--- src/rtl/core/epdq_pkg.sv ---
// ----------------------------------------------------------------------------
// epdq_pkg
// Shared constants of the RGB565 e-paper palette quantizer: mode codes,
// luma weights and the tricolor palette.
// ----------------------------------------------------------------------------
package epdq_pkg;

  localparam int unsigned ModeW   = 2;
  localparam int unsigned PixelW  = 16;
  localparam int unsigned IndexW  = 2;
  localparam int unsigned LumaW   = 16;
  localparam int unsigned SqW     = 12;
  localparam int unsigned DistW   = 14;
  localparam int unsigned NumTri  = 3;

  localparam logic [ModeW-1:0] MODE_MONO = 2'd0;
  localparam logic [ModeW-1:0] MODE_GRAY = 2'd1;
  localparam logic [ModeW-1:0] MODE_TRI  = 2'd2;

  localparam logic [IndexW-1:0] IDX_BLACK = 2'd0;
  localparam logic [IndexW-1:0] IDX_WHITE = 2'd1;
  localparam logic [IndexW-1:0] IDX_RED   = 2'd2;
  localparam logic [IndexW-1:0] IDX_NONE  = 2'd3;

  localparam logic [LumaW-1:0] LUMA_WR = 16'd631;
  localparam logic [LumaW-1:0] LUMA_WG = 16'd611;
  localparam logic [LumaW-1:0] LUMA_WB = 16'd241;

  typedef logic [5:0] chan_t;
  typedef chan_t      pal_t [NumTri];

  // Palette in RGB565 channel units: black, white, red.
  localparam pal_t PAL_R = '{6'(47 >> 3), 6'(242 >> 3), 6'(215 >> 3)};
  localparam pal_t PAL_G = '{6'(36 >> 2), 6'(244 >> 2), 6'(38 >> 2)};
  localparam pal_t PAL_B = '{6'(41 >> 3), 6'(239 >> 3), 6'(39 >> 3)};

endpackage

--- src/rtl/core/rgb565_epd_palette_quantizer.sv ---
// ----------------------------------------------------------------------------
// rgb565_epd_palette_quantizer
// Maps one RGB565 pixel to an e-paper palette index: luma threshold for
// mono, two luma bits for grayscale, nearest color for tricolor.
// ----------------------------------------------------------------------------
// Channel  Direction  Ports                            Carries
// in       sink       in_valid/in_ready                in_pixel_rgb565
// out      source     out_valid/out_ready              out_palette_index
// cfg      sink       cfg_valid/cfg_ready              cfg_display_mode
//
// Four register stages: capture, products and squares, sums, select.
// One request enters per cycle unless a stall holds the pipeline. An
// accepted request passes the stages in order, from capture to select.
// Synchronous active-low reset empties all stages and sets mono mode.
// A stalled stage holds its request; earlier stages fill their gaps.
// ----------------------------------------------------------------------------
module rgb565_epd_palette_quantizer (
  input  logic                          clk,
  input  logic                          rst_n,
  input  logic                          in_valid,
  output logic                          in_ready,
  input  logic [epdq_pkg::PixelW-1:0]   in_pixel_rgb565,
  output logic                          out_valid,
  input  logic                          out_ready,
  output logic [epdq_pkg::IndexW-1:0]   out_palette_index,
  input  logic                          cfg_valid,
  output logic                          cfg_ready,
  input  logic [epdq_pkg::ModeW-1:0]    cfg_display_mode
);
  import epdq_pkg::*;

  logic [ModeW-1:0] mode_r;

  logic               v1_r, v2_r, v3_r, v4_r;
  logic               rdy1, rdy2, rdy3, rdy4;
  logic [PixelW-1:0]  px1_r;
  logic [ModeW-1:0]   mode1_r, mode2_r, mode3_r;
  logic [14:0]        lr2_r;
  logic [15:0]        lg2_r;
  logic [12:0]        lb2_r;
  logic [SqW-1:0]     sqr2_r [NumTri];
  logic [SqW-1:0]     sqg2_r [NumTri];
  logic [SqW-1:0]     sqb2_r [NumTri];
  logic [SqW-1:0]     sqr_nxt [NumTri];
  logic [SqW-1:0]     sqg_nxt [NumTri];
  logic [SqW-1:0]     sqb_nxt [NumTri];
  logic [LumaW-1:0]   luma3_r;
  logic [DistW-1:0]   dist3_r [NumTri];
  logic [IndexW-1:0   ] idx4_r;
  logic [IndexW-1:0]  idx_nxt;
  logic [4:0]         r1, b1;
  logic [5:0]         g1;
  logic [16:0]        luma_sum;

  assign cfg_ready = 1'b1;

  assign rdy4     = !v4_r || out_ready;
  assign rdy3     = !v3_r || rdy4;
  assign rdy2     = !v2_r || rdy3;
  assign rdy1     = !v1_r || rdy2;
  assign in_ready = rdy1;

  assign out_valid         = v4_r;
  assign out_palette_index = idx4_r;

  always_ff @(posedge clk) begin
    if (!rst_n) begin
      mode_r <= MODE_MONO;
    end else if (cfg_valid && cfg_ready) begin
      mode_r <= cfg_display_mode;
    end
  end

  always_ff @(posedge clk) begin
    if (!rst_n) begin
      v1_r <= 1'b0;
      v2_r <= 1'b0;
      v3_r <= 1'b0;
      v4_r <= 1'b0;
    end else begin
      if (rdy1) begin
        v1_r <= in_valid;
      end
      if (rdy2) begin
        v2_r <= v1_r;
      end
      if (rdy3) begin
        v3_r <= v2_r;
      end
      if (rdy4) begin
        v4_r <= v3_r;
      end
    end
  end

  // Stage 1: capture.
  always_ff @(posedge clk) begin
    if (rdy1) begin
      px1_r   <= in_pixel_rgb565;
      mode1_r <= mode_r;
    end
  end

  // Stage 2: luma products and squared differences, red and blue doubled.
  assign r1 = px1_r[15:11];
  assign g1 = px1_r[10:5];
  assign b1 = px1_r[4:0];

  always_comb begin
    logic signed [7:0]  dr, dg, db;
    logic signed [15:0] pr, pg, pb;
    for (int i = 0; i < NumTri; i++) begin
      dr = ($signed({3'b000, r1}) - $signed({2'b00, PAL_R[i]})) <<< 1;
      dg =  $signed({2'b00, g1})  - $signed({2'b00, PAL_G[i]});
      db = ($signed({3'b000, b1}) - $signed({2'b00, PAL_B[i]})) <<< 1;
      pr = dr * dr;
      pg = dg * dg;
      pb = db * db;
      sqr_nxt[i] = pr[SqW-1:0];
      sqg_nxt[i] = pg[SqW-1:0];
      sqb_nxt[i] = pb[SqW-1:0];
    end
  end

  always_ff @(posedge clk) begin
    if (rdy2) begin
      mode2_r <= mode1_r;
      lr2_r   <= 15'(r1 * LUMA_WR);
      lg2_r   <= 16'(g1 * LUMA_WG);
      lb2_r   <= 13'(b1 * LUMA_WB);
      for (int i = 0; i < NumTri; i++) begin
        sqr2_r[i] <= sqr_nxt[i];
        sqg2_r[i] <= sqg_nxt[i];
        sqb2_r[i] <= sqb_nxt[i];
      end
    end
  end

  // Stage 3: sums.
  assign luma_sum = {2'b00, lr2_r} + {1'b0, lg2_r} + {4'b0000, lb2_r};

  always_ff @(posedge clk) begin
    if (rdy3) begin
      mode3_r <= mode2_r;
      luma3_r <= luma_sum[LumaW-1:0];
      for (int i = 0; i < NumTri; i++) begin
        dist3_r[i] <= {2'b00, sqr2_r[i]} + {2'b00, sqg2_r[i]} + {2'b00, sqb2_r[i]};
      end
    end
  end

  // Stage 4: select; ties keep the lower index.
  always_comb begin
    logic [DistW-1:0] best;
    logic [IndexW-1:0] tri_idx;
    best    = dist3_r[0];
    tri_idx = IDX_BLACK;
    if (dist3_r[1] < best) begin
      best    = dist3_r[1];
      tri_idx = IDX_WHITE;
    end
    if (dist3_r[2] < best) begin
      tri_idx = IDX_RED;
    end
    case (mode3_r)
      MODE_MONO: idx_nxt = {1'b0, luma3_r[15]};
      MODE_GRAY: idx_nxt = luma3_r[15:14];
      default:   idx_nxt = tri_idx;
    endcase
  end

  always_ff @(posedge clk) begin
    if (rdy4) begin
      idx4_r <= idx_nxt;
    end
  end

  a_tri_no_three: assert property (@(posedge clk) disable iff (!rst_n)
    (v3_r && rdy4 && mode3_r != MODE_MONO && mode3_r != MODE_GRAY)
      |=> (idx4_r != IDX_NONE))
    else $error("tricolor selection produced an unused index");

  a_mono_one_bit: assert property (@(posedge clk) disable iff (!rst_n)
    (v3_r && rdy4 && mode3_r == MODE_MONO) |=> (idx4_r[1] == 1'b0))
    else $error("mono selection produced more than one bit");

  a_stage1_hold: assert property (@(posedge clk) disable iff (!rst_n)
    (v1_r && !rdy2) |=> (v1_r && $stable(px1_r) && $stable(mode1_r)))
    else $error("stalled stage one lost its request");

  a_stage3_hold: assert property (@(posedge clk) disable iff (!rst_n)
    (v3_r && !rdy4) |=> (v3_r && $stable(luma3_r) && $stable(mode3_r)))
    else $error("stalled stage three lost its request");

  a_mode_write_only: assert property (@(posedge clk) disable iff (!rst_n)
    !(cfg_valid && cfg_ready) |=> $stable(mode_r))
    else $error("mode changed without a configuration write");

endmodule
--- config.mk ---
export PLATFORM = sky130hd
export DESIGN_NAME = rgb565_epd_palette_quantizer
export DESIGN_NICKNAME = d
export VERILOG_FILES = /design/src/rtl/core/epdq_pkg.sv /design/src/rtl/core/rgb565_epd_palette_quantizer.sv
export SDC_FILE = /design/constraint.sdc
export NUM_CORES = 1
export LEC_CHECK = 0
export BUFFER_PORTS_ARGS = -buffer_cell sky130_fd_sc_hd__buf_2
export CELL_PAD_IN_SITES_DETAIL_PLACEMENT = 0
export CELL_PAD_IN_SITES_GLOBAL_PLACEMENT = 1
export CORE_MARGIN = 2
export CORE_UTILIZATION = 45
export DETAILED_ROUTE_END_ITERATION = 12
export HOLD_SLACK_MARGIN = 0.05
export PLACE_DENSITY_LB_ADDON = 0.25
export SLEW_MARGIN = 20
export SYNTH_ARGS = -nofsm -noshare
export SYNTH_HDL_FRONTEND = slang
export SYNTH_SLANG_ARGS = --single-unit
--- constraint.sdc ---
create_clock -name clk -period 5.1 [get_ports clk]
set_clock_uncertainty 0.05 [all_clocks]
set_input_delay 0.255 -clock clk [delete_from_list [all_inputs] [get_ports clk]]
set_output_delay 0.255 -clock clk [all_outputs]
set_load 0.02 [all_outputs]
==> run_results.csv, run 1 <==
group,metric,value,unit
worst_setup_path,worst-r2r-setup-slack,0.16,ns
power,share_clk_of_total_power,11.0,%
synth,ys_async_sr_fraction,0,%
worst_setup_path,worst_path_largest_cell_delay,0.57,ns
detailed_routing,number_of_vias_per_cell_after_detailed_routing,4.94,
synth,count_of_different_cell_masters_after_synthesis,67,
worst_setup_path,setup.worst_path.end_class,"flop",
final_layout,area_growth,13.0,%
detailed_routing,drt-pass1-iter-count,4,
power,swShare,42.6,%
power,pwr-share-seq,24.1,%
placement,port_buffers,26,
floorplanning,die_w,205,um
hold_path,min-delay-path-class,"in -> reg",
detailed_routing,detail_route.drc_violations,0,
synth,synth_seq_cells,178,
sta,setup_slack,0.160,ns
placement,dp_slack,-0.0273,ns
sta,slew-limit-headroom,35.6,%
run_status,status,"finished, final reports clean",
sta,final.min_clock_period,4.94,ns
final_layout,fraction_of_final_layout_cells_with_drive_strength_greater_than_1,11.1,%
global_route,number_of_antenna_violations_at_the_first_check_in_global_routing,1,
power,peak_ir_drop_on_the_vdd_network,321,uV
global_route,grt_first_pass_wirelength,62100,um
global_route,gr-usage-all-layers,19.2,%
power,power_frac_comb,64.9,%
sta,setup_repair_after_global_routing_missed_its_margin,"yes",
placement,post_dp_cell_area,19600,sq um
floorplanning,ioPinCount,28,
floorplanning,die_h,205,um
worst_setup_path,critPathMostFrequentCell,"fa_1",
synth,mappedNetlistArea,18300,sq um
worst_setup_path,worstPathCellList,"ha_1, a21oi_2, xor2_1, nor2_1, fa_1, fa_1, fa_1, inv_1, fa_1, inv_1, ha_1, or2_2, a21oi_1, a21oi_1, xnor2_1",
placement,gp_congestion,0.840,
global_route,grt_remaining_overflow,0,
worst_setup_path,critical_path.slowest_cell,"fa_1",
synth,seq_area_frac_synth,29.0,%
clocking,cts_tree,"done",
detailed_routing,route.vias.total,11500,
sta,transition_time_of_the_tightest_slew_check_pin,0.963,ns
placement,detailed_place_hpwl,31700,um
synth,post_synth_inst_count,1637,
sta,max_clock_freq,0.202,GHz
sta,slew_violations,0,
clocking,cts_sinks,178,
sta,setup_viol,0,
detailed_routing,wire_per_inst,16.2,um
clocking,clkTransAtPathRegs,0.07,ns
floorplanning,starting_density_of_the_core,45.7,%
worst_setup_path,cell_depth_of_the_worst_flop_to_flop_path,15,
clocking,cts.htree.levels,4,
worst_setup_path,worst-endpoint-required,5.25,ns
worst_setup_path,timing.critical_path.from,"px1_r[7]",
power,power.internal,7.10,mW
detailed_routing,drt.antenna.violating_nets,0,
final_layout,nets,2285,
global_route,grt_start_max_net_pins,74,
final_layout,layout_common_cells,"inv_1, ha_1, fa_1, edfxtp_1, xnor2_1",
final_layout,num_antenna_cells,0,
clocking,numCtsBuffers,17,
hold_path,whs_path_depth,3,
worst_setup_path,critical_path_peak_fanout,6,
power,power.density,600,nW/um^2
final_layout,postLayoutCellArea,20600,sq um
detailed_routing,postRouteWirelength,37600,um
floorplanning,placementRows,73,
clocking,clock_tree.buffer_depth,2,
worst_setup_path,arrival_time_worst_endpoint,5.09,ns
worst_setup_path,worstSetupStartpointType,"flop",
worst_setup_path,worstReg2RegStart,"px1_r[7]",
synth,yosysWarnings,0,
global_route,first_global_vias,12100,
power,p_switching,5.28,mW
worst_setup_path,setup.worst_path.end,"sqg2_r[0][23]",
final_layout,utilization,51.7,%
worst_setup_path,critical_path_class,"reg -> reg",
job,cap_violations,0,
floorplanning,die_area,42200,sq um
floorplanning,core_area,39900,sq um
synth,syn_area_per_cell,11.2,sq um
power,leakage,9.90,nW
sta,final.period_utilization,96.9,%
final_layout,layout_commonest_cell,"inv_1",
clocking,clkLatencyLatePin,0.45,ns
worst_setup_path,r2r_end,"sqg2_r[0][23]",
detailed_routing,drt-initial-drc-count,472,
clocking,clock_tree.root_cell,"clkbuf_16",
synth,ys.flop_type,"edfxtp_1",
sta,hold_violations,0,
synth,synth-edff-count,172,
==> power by group through the flow <==
stage	Combinational (mW)	Sequential, mW	Clock [mW]
floorplan	6.13	2.87	0
finish	8.02	2.99	1.36
CTS	8.05	3.01	1.40
global placement	7.84	3.03	0
detailed placement	7.98	3.04	0
global route	9.17	3.05	1.45
==> worst min-delay path by stage <==
stage                            start         end  slack, ns
floorplan           in_pixel_rgb565[0]    px1_r[0]       0.30
global placement            mode2_r[0]  mode3_r[0]       0.35
detailed placement          mode2_r[1]  mode3_r[1]       0.35
CTS                          out_ready   out_valid       0.11
global route                 out_ready   out_valid       0.15
finish                       out_ready   out_valid       0.14
==> synth_stat cells (all sizes together) (6+ instances only) <==
master / n / share of area, %
a211oi: 6 / 0.25
a21o: 27 / 1.1
a21oi: 74 / 2.1
a31oi: 6 / 0.21
and2: 12 / 0.42
buf: 11 / 0.35
clkbuf: 6 / 0.12
dfxtp: 6 / 0.66
edfxtp: 172 / 28
fa: 203 / 22
ha: 275 / 19
inv: 292 / 6.0
mux2i: 18 / 0.99
nand2: 81 / 1.7
nand2b: 19 / 0.65
nor2: 97 / 2.0
nor2b: 25 / 0.86
nor3: 12 / 0.36
o211ai: 6 / 0.25
o21a: 18 / 0.74
o21ai: 38 / 1.0
o21bai: 6 / 0.25
or2: 12 / 0.41
xnor2: 127 / 6.3
xor2: 35 / 1.7
==> worst max-delay path, delay by kind of cell, from the launching register on <==
kind / cells / cell delay, ns
fa+ha+maj: 6 / 2.72
flops: 1 / 0.49
xor+xnor: 2 / 0.49
simple gates: 2 / 0.44
compound gates: 3 / 0.40
buf+inv: 2 / 0.09
==> sequential cells by signal, summed over array words and instances (netlist names) <==
| name | count |
|---|---|
| dist3_r | 36 |
| lb2_r | 13 |
| out_palette_index | 2 |
| v2_r | 1 |
| v1_r | 1 |
| v3_r | 1 |
| mode2_r | 2 |
| mode1_r | 2 |
| out_valid | 1 |
| mode3_r | 2 |
| sqg2_r | 19 |
| lg2_r | 16 |
| px1_r | 16 |
| lr2_r | 15 |
| mode_r | 2 |
| luma3_r | 2 |
| sqr2_r | 24 |
| sqb2_r | 23 |
==> through the flow <==
stage,power [mW],setup TNS (ns),hold WS (ns),instances
floorplan,9.00,0,0.304,1643
global placement,10.9,0,0.353,2256
detailed placement,11.0,-0.0309,0.355,2256
CTS,12.5,0,0.112,2315
global route,13.7,-0.218,0.147,2322
finish,12.4,0,0.142,2322
==> layer usage <==
metal	part of all wire, %	track usage (%)	wire (um)
met1	47	25.9	17700
met4	1.6	4.91	595
met2	49	33.0	18400
met3	2.4	2.07	901
met5	0	0	0
==> kinds of logic (layout without fill, tap and decap cells) <==
family,count (synthesis),count (layout),share of synthesized area [%]
flip-flops,178,178,29.0
multiplexers,19,19,1.05
buffers and inverters,311,465,6.55
AO/OA/AOI/OAI,208,208,7.20
AND/OR/NAND/NOR,279,279,7.12
other,2,8,0.0411
XOR/XNOR,162,162,7.98
adder cells (fa/ha/maj),478,478,41.1
==> layout make-up <==
cell class	count	area, sq um
flip-flops and latches	178	5290
inverters	294	1110
clock inverters	15	188
repair buffers	139	1040
fillers	3494	19300
clock buffers	17	425
well taps	525	657
multi-input cells	1154	11900
==> timing repair <==
item / CTS / global route
hold buffers: 25 / 0
pin swaps: 0 / 1
endpoints found under the setup margin: 2 / 11
setup buffers: 2 / 7
endpoints found under the hold margin: 22 / 0
resized for setup: 0 / 28
Note: power is estimated with default switching activity, not from simulation.
==> inputs of run 2 (changes only) <==
--- a/config.mk
+++ b/config.mk
@@ -8,12 +8,12 @@
 export BUFFER_PORTS_ARGS = -buffer_cell sky130_fd_sc_hd__buf_2
 export CELL_PAD_IN_SITES_DETAIL_PLACEMENT = 0
 export CELL_PAD_IN_SITES_GLOBAL_PLACEMENT = 1
+export CORE_ASPECT_RATIO = 1.75
 export CORE_MARGIN = 2
 export CORE_UTILIZATION = 45
 export DETAILED_ROUTE_END_ITERATION = 12
 export HOLD_SLACK_MARGIN = 0.05
 export PLACE_DENSITY_LB_ADDON = 0.25
-export SLEW_MARGIN = 20
 export SYNTH_ARGS = -nofsm -noshare
 export SYNTH_HDL_FRONTEND = slang
 export SYNTH_SLANG_ARGS = --single-unit
==> run_results.csv, run 2 (synthesized netlist as in run 1, its figures left out) <==
group,metric,value,unit
final_layout,area_growth,13.0,%
power,pwr-share-seq,23.7,%
clocking,cts.htree.levels,4,
sta,final.min_clock_period,4.93,ns
sta,setup_slack,0.167,ns
power,power_frac_comb,65.6,%
floorplanning,ioPinCount,28,
detailed_routing,detail_route.drc_violations,0,
global_route,grt_start_max_net_pins,65,
global_route,number_of_antenna_violations_at_the_first_check_in_global_routing,2,
clocking,cts_sinks,178,
worst_setup_path,worst-path-buf-inv,3,
final_layout,number_of_flip_flops_under_the_largest_register_name,36,
placement,dp_slack,0.000406,ns
worst_setup_path,critPathMostFrequentCell,"fa_1",
sta,slew_violations,0,
worst_setup_path,setup.worst_path.end_class,"flop",
detailed_routing,postRouteWirelength,39900,um
run_status,status,"finished, final reports clean",
worst_setup_path,worstSetupStartpointType,"flop",
detailed_routing,wire_per_inst,17.4,um
detailed_routing,number_of_vias_per_cell_after_detailed_routing,5.05,
final_layout,layout_common_cells,"inv_1, ha_1, fa_1, edfxtp_1, xnor2_1",
sta,final.period_utilization,96.7,%
final_layout,biggestRegsByFlops,"dist3_r (36), sqr2_r (24), sqb2_r (23)",
clocking,clkTransAtPathRegs,0.08,ns
final_layout,fraction_of_final_layout_cells_with_drive_strength_greater_than_1,11.7,%
power,power.internal,7.10,mW
sta,setup_repair_after_global_routing_missed_its_margin,"yes",
floorplanning,die_w,156,um
worst_setup_path,critical_path_peak_fanout,6,
detailed_routing,drt.antenna.violating_nets,0,
worst_setup_path,cp_top_family,"adder cells",
final_layout,utilization,51.5,%
placement,detailed_place_hpwl,34400,um
power,leakage,9.92,nW
worst_setup_path,worst-endpoint-required,5.24,ns
detailed_routing,drt-pass1-iter-count,4,
hold_path,min-delay-path-class,"in -> reg",
global_route,grt_first_pass_wirelength,64800,um
clocking,cts_tree,"done",
placement,port_buffers,26,
final_layout,layout_commonest_cell,"inv_1",
detailed_routing,route.vias.total,11600,
power,peak_ir_drop_on_the_vdd_network,389,uV
floorplanning,placementRows,97,
floorplanning,die_area,42300,sq um
floorplanning,core_area,40100,sq um
global_route,gr-usage-all-layers,20.2,%
worst_setup_path,worst_path_largest_cell_delay,0.54,ns
global_route,first_global_vias,12800,
floorplanning,starting_density_of_the_core,45.6,%
worst_setup_path,critical_path.slowest_cell,"fa_1",
floorplanning,die_h,270,um
power,power.density,614,nW/um^2
placement,gp_congestion,0.846,
power,share_clk_of_total_power,10.6,%
sta,slew-limit-headroom,23.8,%
clocking,numCtsBuffers,17,
sta,max_clock_freq,0.203,GHz
power,swShare,43.9,%
sta,hold_violations,0,
sta,setup_viol,0,
global_route,grt_remaining_overflow,0,
worst_setup_path,arrival_time_worst_endpoint,5.07,ns
job,cap_violations,0,
worst_setup_path,critical_path_class,"reg -> reg",
power,p_switching,5.56,mW
sta,transition_time_of_the_tightest_slew_check_pin,1.13,ns
final_layout,nets,2287,
clocking,clkLatencyLatePin,0.45,ns
clocking,clock_tree.root_cell,"clkbuf_16",
clocking,clock_tree.buffer_depth,2,
final_layout,registers.top_by_ff_count,"dist3_r",
worst_setup_path,worstPathCellList,"inv_2, ha_1, nand2_1, nand2_1, a21oi_2, xnor2_2, inv_1, nand2b_1, fa_1, fa_1, inv_1, fa_1, fa_1, ha_1, a21oi_2, o21bai_1, a21oi_2, a21oi_1, xnor2_1",
detailed_routing,drt-initial-drc-count,432,
==> run 2: cell count changes in the layout (fill, tap and decap cells not counted), sizes merged <==
cell / delta
clkinv: +4
bufinv: -1
buf: +6
inv: -3
diode: +2
dlygate4sd3: -4
==> run 2: what timing repair did <==
item,4_1_cts,5_1_grt
buffers inserted,0,12
endpoints found under the setup margin,1,10
hold buffers,21,0
gates resized for setup,1,31
pin swaps,0,6
endpoints found under the hold margin,22,0
gates cloned,0,0
==> run 2: worst paths after layout <==
kind | from | to | slack (ns) | depth (start not counted)
min reg2reg | mode1_r[0] | mode2_r[0] | 0.38 | 0
max reg2reg | px1_r[7] | sqg2_r[0][11] | 0.17 | 19
min | cfg_valid | mode_r[0] | 0.07 | 3
max | px1_r[7] | sqg2_r[0][11] | 0.17 | 19
==> run 2: worst reg2reg max path, cell delays in order (launching register included) <==
cell and delay (ns):
edfxtp_1 0.50, inv_2 0.09, ha_1 0.19, nand2_1 0.06, nand2_1 0.09, a21oi_2 0.18, xnor2_2 0.16, inv_1 0.12
nand2b_1 0.16, fa_1 0.44, fa_1 0.54, inv_1 0.05, fa_1 0.50, fa_1 0.49, ha_1 0.36, a21oi_2 0.20
o21bai_1 0.11, a21oi_2 0.18, a21oi_1 0.10, xnor2_1 0.13
==> run 2: area by class of cell <==
type                    instances  area, sq um
clock buffers                  17          425
repair buffers                141         1060
fillers                      3614        19400
well taps                     495          619
multi-input cells            1154        11900
inverters                     294         1110
diodes                          2         5.00
flip-flops and latches        178         5290
clock inverters                15          201
==> run 2: stage by stage <==
stage | total power [mW] | area (sq um) | cells | hold WS, ns | TNS (ns)
floorplan | 9.00 | 18300 | 1643 | 0.304 | 0
global placement | 11.1 | 19600 | 2229 | 0.351 | 0
detailed placement | 11.3 | 19600 | 2229 | 0.356 | 0
CTS | 12.8 | 20400 | 2282 | 0.0509 | 0
global route | 13.9 | 20600 | 2294 | 0.0610 | -0.302
finish | 12.7 | 20600 | 2296 | 0.0658 | 0
==> run 2: layer usage <==
metal  routed length [um]  global-route usage, %
met3                  751                   2.25
met4                 2370                   11.8
met2                22800                   39.1
met1                13900                   20.3
met5                    0                      0
==> run 2: power by group through the flow <==
stage / combinational (mW) / clock [mW] / sequential [mW]
floorplan: 6.13 / 0 / 2.87
global placement: 8.09 / 0 / 3.06
detailed placement: 8.28 / 0 / 3.06
CTS: 8.36 / 1.38 / 3.03
global route: 9.44 / 1.43 / 3.07
finish: 8.31 / 1.35 / 3.01
